===== src/rtl/bta_pkg.sv =====
// Shared types and constants for the bakery ticket arbiter.
// No dependencies; imported by bta_cell and bakery_ticket_arbiter.
`timescale 1ns / 1ps

package bta_pkg;

   // Array sizing
   localparam int MAX_REQUESTERS = 16;
   localparam int TICKET_BITS    = 16;
   localparam int IDX_BITS       = (MAX_REQUESTERS > 1) ? $clog2(MAX_REQUESTERS) : 1;
   localparam int COUNT_BITS     = $clog2(MAX_REQUESTERS + 1);

   // Port field widths
   localparam int REQ_BITS    = 4;
   localparam int ISSUED_BITS = 16;
   localparam int CFG_BITS    = 5;
   localparam int STATUS_BITS = 3;

   localparam logic [CFG_BITS-1:0] CFG_RESET = 5'd16;

   typedef logic [TICKET_BITS-1:0] ticket_type;

   localparam ticket_type TICKET_TOP = '1;

   // Operation codes
   localparam logic OP_ACQUIRE = 1'b0;
   localparam logic OP_RELEASE = 1'b1;

   // Status codes
   localparam logic [STATUS_BITS-1:0] ST_OK        = 3'd0;
   localparam logic [STATUS_BITS-1:0] ST_OVERFLOW  = 3'd1;
   localparam logic [STATUS_BITS-1:0] ST_HOLDING   = 3'd2;
   localparam logic [STATUS_BITS-1:0] ST_NO_TICKET = 3'd3;
   localparam logic [STATUS_BITS-1:0] ST_RANGE     = 3'd4;

   // Scan token handed from cell to cell
   typedef struct packed {
      logic                valid;
      ticket_type          max_ticket;
      logic                min_valid;
      ticket_type          min_ticket;
      logic [IDX_BITS-1:0] min_index;
      logic                who_held;
   } wave_type;

   // Ticket write broadcast to all cells
   typedef struct packed {
      logic       enable;
      ticket_type value;
   } write_type;

endpackage


===== src/rtl/bta_cell.sv =====
// One ticket slot of the arbiter chain: holds a ticket, folds it into the
// passing scan token and registers the token for its right neighbor. Uses bta_pkg.
`timescale 1ns / 1ps

module bta_cell (
   input  logic                           clock,
   input  logic                           reset,
   input  logic [bta_pkg::IDX_BITS-1:0]   cell_index,
   input  logic [bta_pkg::COUNT_BITS-1:0] active_count,
   input  logic                           operation,
   input  logic [bta_pkg::REQ_BITS-1:0]   requester,
   input  bta_pkg::write_type             write_cmd,
   input  bta_pkg::wave_type              wave_in,
   output bta_pkg::wave_type              wave_out
);
   import bta_pkg::*;

   ticket_type ticket_ff;
   wave_type   wave_ff;
   wave_type   wave_in_fold;
   logic       is_active;
   logic       is_who;
   logic       excluded;

   assign is_active = COUNT_BITS'(cell_index) < active_count;
   assign is_who    = 32'(cell_index) == 32'(requester);
   // a successful release drops this slot from the grant search
   assign excluded  = is_who && (operation == OP_RELEASE);

   // fold this slot into the token
   always_comb begin
      wave_in_fold = wave_in;
      if (is_active) begin
         if (ticket_ff > wave_in.max_ticket) begin
            wave_in_fold.max_ticket = ticket_ff;
         end
         if (is_who && (ticket_ff != '0)) begin
            wave_in_fold.who_held = 1'b1;
         end
         if ((ticket_ff != '0) && !excluded &&
             (!wave_in.min_valid || (ticket_ff < wave_in.min_ticket))) begin
            wave_in_fold.min_valid  = 1'b1;
            wave_in_fold.min_ticket = ticket_ff;
            wave_in_fold.min_index  = cell_index;
         end
      end
   end

   // ticket storage and token stage
   always_ff @(posedge clock) begin
      if (reset) begin
         ticket_ff     <= '0;
         wave_ff.valid <= 1'b0;
      end else begin
         if (write_cmd.enable && is_who) begin
            ticket_ff <= write_cmd.value;
         end
         wave_ff.valid <= wave_in.valid;
      end
      wave_ff.max_ticket <= wave_in_fold.max_ticket;
      wave_ff.min_valid  <= wave_in_fold.min_valid;
      wave_ff.min_ticket <= wave_in_fold.min_ticket;
      wave_ff.min_index  <= wave_in_fold.min_index;
      wave_ff.who_held   <= wave_in_fold.who_held;
   end

   assign wave_out = wave_ff;

endmodule


===== src/rtl/bakery_ticket_arbiter.sv =====
// Top level of the bakery ticket arbiter: control sequencer, output register
// and the row of bta_cell slots. Uses bta_pkg and bta_cell.
`timescale 1ns / 1ps
//
// Usage:
//   req_ channel (valid/ready) carries one operation: acquire or release for
//   one requester. rsp_ channel (valid/ready) returns one transaction per
//   request: issued ticket, current grant holder and a status code.
//   csr_write_enable / csr_write_data set the number of participating slots;
//   write it only while no request is in flight.
//   Each request sends a scan token down a chain of MAX_REQUESTERS cells, one
//   cell per cycle; the token collects the largest ticket and the grant
//   candidate. When the token leaves the chain it is captured in tail_ff;
//   the result is then resolved, the ticket written back and the response
//   registered, and a new request is taken only once the block is back to idle.
//   The response sits in an output register; a new request is accepted while
//   it waits. If the receiver still stalls when the next scan finishes, the
//   token is held until the output register frees up.
//   Reset clears all tickets, sets the slot count to 16 and drops rsp_valid.
//
module bakery_ticket_arbiter (
   input  logic                            clock,
   input  logic                            reset,
   input  logic                            req_valid,
   output logic                            req_ready,
   input  logic                            req_operation,
   input  logic [bta_pkg::REQ_BITS-1:0]    req_requester,
   output logic                            rsp_valid,
   input  logic                            rsp_ready,
   output logic [bta_pkg::ISSUED_BITS-1:0] rsp_ticket_issued,
   output logic [bta_pkg::REQ_BITS-1:0]    rsp_holder,
   output logic                            rsp_holder_valid,
   output logic [bta_pkg::STATUS_BITS-1:0] rsp_status,
   input  logic                            csr_write_enable,
   input  logic [bta_pkg::CFG_BITS-1:0]    csr_write_data
);
   import bta_pkg::*;

   typedef enum logic [1:0] {S_IDLE, S_SCAN, S_DONE} state_type;

   state_type               state_ff;
   logic [CFG_BITS-1:0]     cfg_ff;
   logic                    op_ff;
   logic [REQ_BITS-1:0]     who_ff;
   logic                    inject_ff;
   wave_type                tail_ff;
   logic                    rsp_valid_ff;
   logic [ISSUED_BITS-1:0]  issued_ff;
   logic [REQ_BITS-1:0]     holder_ff;
   logic                    holder_valid_ff;
   logic [STATUS_BITS-1:0]  status_ff;

   logic [COUNT_BITS-1:0]   active_count;
   wave_type                wave [MAX_REQUESTERS+1];
   write_type               write_cmd;
   logic                    finish;
   logic                    out_free;
   ticket_type              next_ticket;
   logic [31:0]             next_wide;
   logic [31:0]             holder_wide;
   logic [STATUS_BITS-1:0]  status_in;
   logic [ISSUED_BITS-1:0]  issued_in;
   logic [REQ_BITS-1:0]     holder_in;
   logic                    holder_valid_in;

   // clamp the slot count into 1 .. MAX_REQUESTERS
   always_comb begin
      if (cfg_ff == '0) begin
         active_count = COUNT_BITS'(1);
      end else if (32'(cfg_ff) > MAX_REQUESTERS) begin
         active_count = COUNT_BITS'(MAX_REQUESTERS);
      end else begin
         active_count = COUNT_BITS'(cfg_ff);
      end
   end

   // slot count register
   always_ff @(posedge clock) begin
      if (reset) begin
         cfg_ff <= CFG_RESET;
      end else if (csr_write_enable) begin
         cfg_ff <= csr_write_data;
      end
   end

   // token entering the first cell
   always_comb begin
      wave[0]            = '0;
      wave[0].valid      = inject_ff;
   end

   // row of ticket slots
   for (genvar k = 0; k < MAX_REQUESTERS; k++) begin : g_cell
      bta_cell u_cell (
         .clock        (clock),
         .reset        (reset),
         .cell_index   (IDX_BITS'(k)),
         .active_count (active_count),
         .operation    (op_ff),
         .requester    (who_ff),
         .write_cmd    (write_cmd),
         .wave_in      (wave[k]),
         .wave_out     (wave[k+1])
      );
   end

   // resolve the finished scan
   assign out_free    = !rsp_valid_ff || rsp_ready;
   assign finish      = (state_ff == S_DONE) && out_free;
   assign next_ticket = tail_ff.max_ticket + ticket_type'(1);
   assign next_wide   = 32'(next_ticket);
   assign holder_wide = 32'(tail_ff.min_index);

   always_comb begin
      status_in       = ST_OK;
      issued_in       = '0;
      write_cmd       = '0;
      holder_in       = holder_wide[REQ_BITS-1:0];
      holder_valid_in = tail_ff.min_valid;
      if (32'(who_ff) >= 32'(active_count)) begin
         status_in = ST_RANGE;
      end else if (op_ff == OP_ACQUIRE) begin
         if (tail_ff.who_held) begin
            status_in = ST_HOLDING;
         end else if (tail_ff.max_ticket == TICKET_TOP) begin
            status_in = ST_OVERFLOW;
         end else begin
            issued_in       = next_wide[ISSUED_BITS-1:0];
            write_cmd.value = next_ticket;
            write_cmd.enable = finish;
            // new ticket is the largest, so it wins only when alone
            if (!tail_ff.min_valid) begin
               holder_in       = who_ff;
               holder_valid_in = 1'b1;
            end
         end
      end else begin
         if (!tail_ff.who_held) begin
            status_in = ST_NO_TICKET;
         end else begin
            write_cmd.enable = finish;
         end
      end
      if (!holder_valid_in) begin
         holder_in = '0;
      end
   end

   // sequencer and output register
   always_ff @(posedge clock) begin
      if (reset) begin
         state_ff     <= S_IDLE;
         inject_ff    <= 1'b0;
         rsp_valid_ff <= 1'b0;
      end else begin
         // token enters the chain the cycle after a request is taken
         inject_ff <= (state_ff == S_IDLE) && req_valid;
         if (finish) begin
            rsp_valid_ff <= 1'b1;
         end else if (rsp_valid_ff && rsp_ready) begin
            rsp_valid_ff <= 1'b0;
         end
         case (state_ff)
            S_IDLE: begin
               if (req_valid) begin
                  state_ff  <= S_SCAN;
               end
            end
            S_SCAN: begin
               if (wave[MAX_REQUESTERS].valid) begin
                  state_ff <= S_DONE;
               end
            end
            S_DONE: begin
               if (out_free) begin
                  state_ff     <= S_IDLE;
               end
            end
            default: begin
               state_ff <= S_IDLE;
            end
         endcase
      end
      if (req_valid && req_ready) begin
         op_ff  <= req_operation;
         who_ff <= req_requester;
      end
      if (state_ff == S_SCAN && wave[MAX_REQUESTERS].valid) begin
         tail_ff <= wave[MAX_REQUESTERS];
      end
      if (finish) begin
         issued_ff       <= issued_in;
         holder_ff       <= holder_in;
         holder_valid_ff <= holder_valid_in;
         status_ff       <= status_in;
      end
   end

   assign req_ready         = (state_ff == S_IDLE);
   assign rsp_valid         = rsp_valid_ff;
   assign rsp_ticket_issued = issued_ff;
   assign rsp_holder        = holder_ff;
   assign rsp_holder_valid  = holder_valid_ff;
   assign rsp_status        = status_ff;

   // checks
   a_one_in_flight: assert property (@(posedge clock) disable iff (reset)
      (req_valid && req_ready) |=> !req_ready)
      else $error("request accepted while a scan is in flight");

   a_token_in_scan: assert property (@(posedge clock) disable iff (reset)
      wave[MAX_REQUESTERS].valid |-> (state_ff == S_SCAN))
      else $error("scan token left the chain outside a scan");

   a_refused_no_ticket: assert property (@(posedge clock) disable iff (reset)
      (rsp_valid && (rsp_status != ST_OK)) |-> (rsp_ticket_issued == '0))
      else $error("ticket issued on a refused transaction");

   a_idle_holder_zero: assert property (@(posedge clock) disable iff (reset)
      (rsp_valid && !rsp_holder_valid) |-> (rsp_holder == '0))
      else $error("holder nonzero with no grant");

endmodule


===== config.mk =====
export PLATFORM = sky130hd
export DESIGN_NAME = bakery_ticket_arbiter
export DESIGN_NICKNAME = d
export VERILOG_FILES = /design/src/rtl/bta_pkg.sv /design/src/rtl/bta_cell.sv /design/src/rtl/bakery_ticket_arbiter.sv
export SDC_FILE = /design/constraint.sdc
export NUM_CORES = 2
export LEC_CHECK = 0
export ABC_AREA = 1
export ABC_CLOCK_PERIOD_IN_PS = 3400
export BUFFER_PORTS_ARGS = -buffer_cell sky130_fd_sc_hd__buf_4
export CAP_MARGIN = 15
export CORE_MARGIN = 5
export CORE_UTILIZATION = 55
export DETAILED_ROUTE_END_ITERATION = 10
export PLACE_DENSITY = 0.71
export SYNTH_ARGS = -nofsm -noshare
export SYNTH_HDL_FRONTEND = slang
export SYNTH_SLANG_ARGS = --single-unit
export TNS_END_PERCENT = 100

===== constraint.sdc =====
create_clock -name clock -period 3.4 [get_ports clock]
set_input_delay 0.51 -clock clock [delete_from_list [all_inputs] [get_ports clock]]
set_output_delay 0.51 -clock clock [all_outputs]
set_load 0.02 [all_outputs]

; ---- Word-level counts from Yosys, hierarchy flattened
; Cells that the tools add are included.
; Widths: inputs -> output; s select.
[totals]
ff_bits = 924
input_bits = 15
out_inout_bits = 26
wordCells = 440
[classes]
n_addsub = 1
n_lt_le_gt_ge = 49
n_eq_ne = 21
muxes = 89
n_reduce_logical = 155
[ops]
columns = op, count
row1 = $mux 38, 15
row2 = $mux 21, 16
row3 = $mux 16, 16
row4 = $reduce_bool 16->1, 16
row5 = $gt 16x16->1, 15
row6 = $lt 16x16->1, 15
row7 = $logic_and 1x1->1, 83
row8 = $mux 17, 3
row9 = $lt 4x5->1 const A, 8
row10 = $eq 4x4->1 const A, 8
row11 = $logic_not 1->1, 32
row12 = $mux 1, 25
row13 = $lt 3x5->1 const A, 4
row14 = $mux 4, 5
row15 = $add 16x1->16 const B, 1
row16 = $eq 16x16->1 const B, 1
row17 = $eq 3x4->1 const A, 4
row18 = $gt 16x1->1 const B, 1
row19 = $logic_or 1x1->1, 16
row20 = $lt 1x5->1 const A, 2
row21 = $lt 2x5->1 const A, 2
row22 = $mux 2, 5
row23 = $mux 5, 2
row24 = $eq 2x4->1 const A, 2
row25 = other kinds (16), 18

; ---- Logic depth before layout (Yosys ltp)
[depth]
ltp_word = 8
ltp_mapped = 18

; ---- Modules after synthesis
; A second synthesis with hierarchy kept.
[unflattened]
hier_cells = 6594
hier_area_um2 = 51265.4
[by_module_without_submodules]
columns = mod, instances, cells_per_inst, area_per_inst_um2, seq_area_each_um2
row1 = bta_cell, 16, 396, 3029.2, 1101.1
row2 = bakery_ticket_arbiter, 1, 258, 2798.9, 1711.6

; ---- Least setup slack after synthesis
; OpenSTA, ideal clock, no wires.
[synth_path]
path_type = register -> register
startpoint = reg cfg_ff[1]
endpoint = reg g_cell[15].u_cell.ticket_ff[14]
arrival_time_ps = 2492
required_time_ps = 3333
setup_slack_ps = 840
stages_incl_launch_ff = 19
period_less_slack_ps = 2560
cell_sequence = dfxtp_1 inv_1 nand2_1 inv_1 nand2_1 inv_1 o21ai_0 ha_1 inv_1 nor2_1 a21boi_2 nand3_4 nor2_4 inv_2 buf_6 or2_1 buf_2 buf_8 a21oi_4
[synth_between]
elab_chain_len = 6
word_cells_on_any_way = 7
[synth_lines]
columns = element, line
row1 = "start, declared", bakery_ticket_arbiter.sv:42  ; logic [CFG_BITS-1:0] cfg_ff;
row2 = "start signal, assigned", bakery_ticket_arbiter.sv:82  ; cfg_ff <= csr_write_data;
row3 = $gt 5x5->1, bakery_ticket_arbiter.sv:70  ; end else if (32'(cfg_ff) > MAX_REQUESTERS) begin
row4 = $mux 5, bakery_ticket_arbiter.sv:70
row5 = $mux 5 (*), bakery_ticket_arbiter.sv:68  ; if (cfg_ff == '0) begin
row6 = $ge 4x5->1 (*), bakery_ticket_arbiter.sv:120  ; if (32'(who_ff) >= 32'(active_count)) begin
row7 = $mux 17 (*), bakery_ticket_arbiter.sv:120
row8 = $logic_and 1x1->1, bta_cell.sv:55  ; if (write_cmd.enable && is_who) begin
row9 = "end signal, assigned", bta_cell.sv:56  ; ticket_ff <= write_cmd.value;
row10 = "end, declared", bta_cell.sv:18  ; ticket_type ticket_ff;
; Mark *: on every way between the ends. The rest lies on a longest branch, timed or not.
; A chain may end at the register's enable or synchronous reset.

; ---- Final worst setup path
[layout_path]
startpoint = reg cfg_ff[2]
endpoint = reg g_cell[7].u_cell.ticket_ff[14]
[layout_between]
elab_chain_len = 6
word_cells_on_any_way = 7
[layout_lines]
columns = element, line
row1 = $gt 5x5->1, bakery_ticket_arbiter.sv:70
row2 = $mux 5, bakery_ticket_arbiter.sv:70
row3 = $mux 5 (*), bakery_ticket_arbiter.sv:68
row4 = $ge 4x5->1 (*), bakery_ticket_arbiter.sv:120
row5 = $mux 17 (*), bakery_ticket_arbiter.sv:120
row6 = $logic_and 1x1->1, bta_cell.sv:55
row7 = "end signal, assigned", bta_cell.sv:56
row8 = "end, declared", bta_cell.sv:18
; Marks and branches as above.

==> results.md <==
- Outcome: finished clean
- Most frequent cells after synthesis: nand2_1 (2014), dfxtp_1 (858), inv_1 (831), nand3_1 (560), ha_1 (471)
- Die W: 295.0 um
- Synth Instances: approximately 6100
- Avg Synthesized Cell Area: 7.373 sq um
- Leakage Power: 0.02348 uW
- CTS resizes: 0
- Clock Tree Buf Depth: 3
- Final Setup Violations: 0
- FF-to-FF Start: cfg_ff[2]
- Dpl cells: 7062
- Iter 0 DRT Violations: 3977
- RSZ-0062 raised after global routing: no
- Final Wtd Congestion: 0.9529
- Cell area power density: 444.6 nW/um^2
- Worst Hold Path Cells: 1
- Period utilization: 92.34%
- Vias in the first global route: approximately 37000
- Max Fanout on Critical Path: 16
- Post-route insts no fill: 7241
- Largest net degree at the start of global routing: around 120
- Post-DP HPWL: 97.75 mm
- Flops & latches, synth: 909
- PortBufs: 40
- Layout cells sized above 1: 6.230%
- Clk sinks: 909
- Fill count: 7193
- CP startpoint kind: flip-flop
- CTS tree: done
- Reg2reg end: g_cell[7].u_cell.ticket_ff[14]
- Reg2Reg Depth: 15
- Area grow syn2layout: 11.00%
- Count leader, synth: nand2_1
- Max-slew violation count: 0
- Headroom to the max-slew limit: 24.82%
- Reg2Reg Setup Slack: 0.26 ns
- Fmax achieved: 318.5 MHz
- Final hold vios: 0
- Clk root buf: clkbuf_16
- Routed WL: about 130 mm
- Worst min path class: primary input to flip-flop
- CTS Buf Count: 95
- Synth top area share: 38.46%
- Synth top area cells: dfxtp_1 (38%), nand2_1 (17%), ha_1 (13%), inv_1 (7.0%), nand3_1 (6.3%)
- Main synth FF type: dfxtp_1
- First-pass detailed-route iteration total: 6
- Synth warn: 0
- Mapped Area: 44660 sq um
- Leading area contributor after synthesis: dfxtp_1
- Via-to-Cell Ratio: 5.455
- Clock latency on the worst-skew pair: between 0.6 and 0.7 ns
- Tot GR Track Use: 30.06%
- Distinct cells, synth: 49
- Routed WL per cell: between 15 and 20 um
- Area of the multi-input gates: 21900 sq um
- Worst-Margin Slew: 1.128 ns
- VDD IR max: 0.5162 mV
- Die Height: 295.0 um
- # rows: 104
- Asr flop ratio synth: 0%
- First-pass GRT wire length: 206.9 mm
- Remaining DRCs: 0
- Data arrival, critical path: 3.63 ns
- Gr ovfl total: 0
- Clk slew on worst S/H paths: 0.06 ns
- I/O Pins: 41
- Die Area: 87000 sq um
- Tmin final: 3.139 ns
- Starting Density: 55.45%
- Setup TNS: 0 ns
- Post-route ant nets: 0
- Syn_nets: approximately 6500
- DR vias: 39502
- Post-synth EDFFs: 51
- Critical path required time: 3.89 ns
- HP Start: req_operation
- Seq/Total Area, Yosys: 41.89%
- CP Capture Type: flip-flop
- Setup Skew: 0.03478 ns
- Nets: about 6600
- H-tree levels: 3
- Hold Path Sink: op_ff
- Antenna violations before repair: 7
- CORE AREA: 80550 sq um
- MaxCap Viol Count: 0
- WS Path Type: flip-flop to flip-flop
- FF+latch area: ~19000 sq um
==> worst max-delay path by stage <==
stage                     startpoint                              end  cells past startpoint
after detailed placement   cfg_ff[2]   g_cell[8].u_cell.ticket_ff[14]                     15
final                      cfg_ff[2]   g_cell[7].u_cell.ticket_ff[14]                     15
after CTS                  cfg_ff[2]   g_cell[7].u_cell.ticket_ff[14]                     15
after global placement     cfg_ff[2]  g_cell[11].u_cell.ticket_ff[14]                     15
after floorplan            cfg_ff[1]  g_cell[15].u_cell.ticket_ff[14]                     18
after global routing       cfg_ff[2]   g_cell[9].u_cell.ticket_ff[14]                     15
==> layout make-up <==
type	count	share of cell area [%]
Clock inverter	44	1.234
Timing Repair Buffer	147	2.405
Inverter	835	6.332
Antenna cell	1	0.005048
Tap cell	1060	2.675
Sequential cell	909	37.74
Clock buffer	130	5.431
Multi-Input combinational cell	4115	44.18
==> critical path, stage by stage, from the launching register on <==
cell     delay [ns]
dfxtp_1        0.32
inv_1          0.16
nand2_1        0.11
inv_1          0.09
nand2_1        0.08
inv_1          0.05
o21ai_0        0.07
ha_1           0.30
inv_1          0.05
nor2_1         0.16
nand4_1        0.16
nand3_4        0.20
nor2_4         0.08
inv_2          0.24
or2_2          0.76
a21oi_1        0.13
==> cells by family (layout without fill, tap and decap cells) <==
group	after synthesis	count (layout)	synth area share (%)
simple gates	3007	3007	27.97
buf+inv	1034	1156	9.082
flops	909	909	41.89
compound gates	628	628	7.690
fa+ha+maj	471	471	13.19
xor+xnor	9	9	0.1765
other cells	0	1	0
==> registers in the layout (all words and copies together) (netlist names) <==
name,cells
who_ff,4
rsp_status,3
rsp_holder_valid,1
rsp_ticket_issued,16
rsp_valid,1
tail_ff,18
cfg_ff,5
rsp_holder,4
op_ff,1
g_cell.u_cell.ticket_ff,256
inject_ff,1
g_cell.u_cell.wave_out,593
state_ff,2
holder_wide,4
==> metal layers <==
metal	up-vias	global-route usage (%)	routed length, um
met4	6	9.424	4868
met2	1649	48.26	59930
met3	335	4.582	11500
met1	18200	42.12	57450
li1	19312	-	-
met5	-	0	37
==> layout by cell type (no fill, tap or decap), types with 3 or more instances in the layout <==
cell              n
clkbuf_16        98
a31oi_2           4
bufinv_16        12
nor2_2           13
a21oi_1         467
inv_1           831
nand3_1         560
clkinv_8          3
dfxtp_1         858
o21ai_0          85
a21oi_4          10
xnor2_1           3
dlygate4sd3_1     4
clkbuf_8         12
inv_6             3
buf_4           136
buf_12            6
clkinvlp_4        7
nor3_1           25
nor2_1          278
nand4_1          30
a31oi_1          11
clkinv_2         15
xor2_1            6
nor2_4           18
or2_2            20
nand2_2           4
nor4_1           27
a21boi_0         11
clkbuf_1         20
a21oi_2           4
o21a_1           12
ha_1            471
o21bai_1         14
edfxtp_1         51
nand2_1        2014
nand3b_1          4
nand3_2          10
==> metrics by stage <==
stage	util, %	cell area, sq um	setup WS, ns	total power (uW)	hold slack (ns)
final	61.55	49570	0.2605	22040	0.04117
after floorplan	-	44660	0.8403	11170	0.3855
after global routing	61.54	49570	0.001033	22620	0.02753
after CTS	61.54	49570	0.2826	22130	0.01803
after detailed placement	57.39	46230	0.3068	11360	0.3700
after global placement	57.39	46230	0.4119	11360	0.3721
==> where the power goes <==
part	leakage, uW	switching [uW]	total (uW)	internal, uW
sequential	0.00736	18.3	10800	10700
combinational	0.0145	301	376	74.8
clock	0.00160	4410	10900	6480
==> what timing repair did <==
action,CTS,global route
hold buffers,4,0
endpoints found under the hold margin,4,0
buffers inserted,0,0
(Power assumes the default switching activity.)
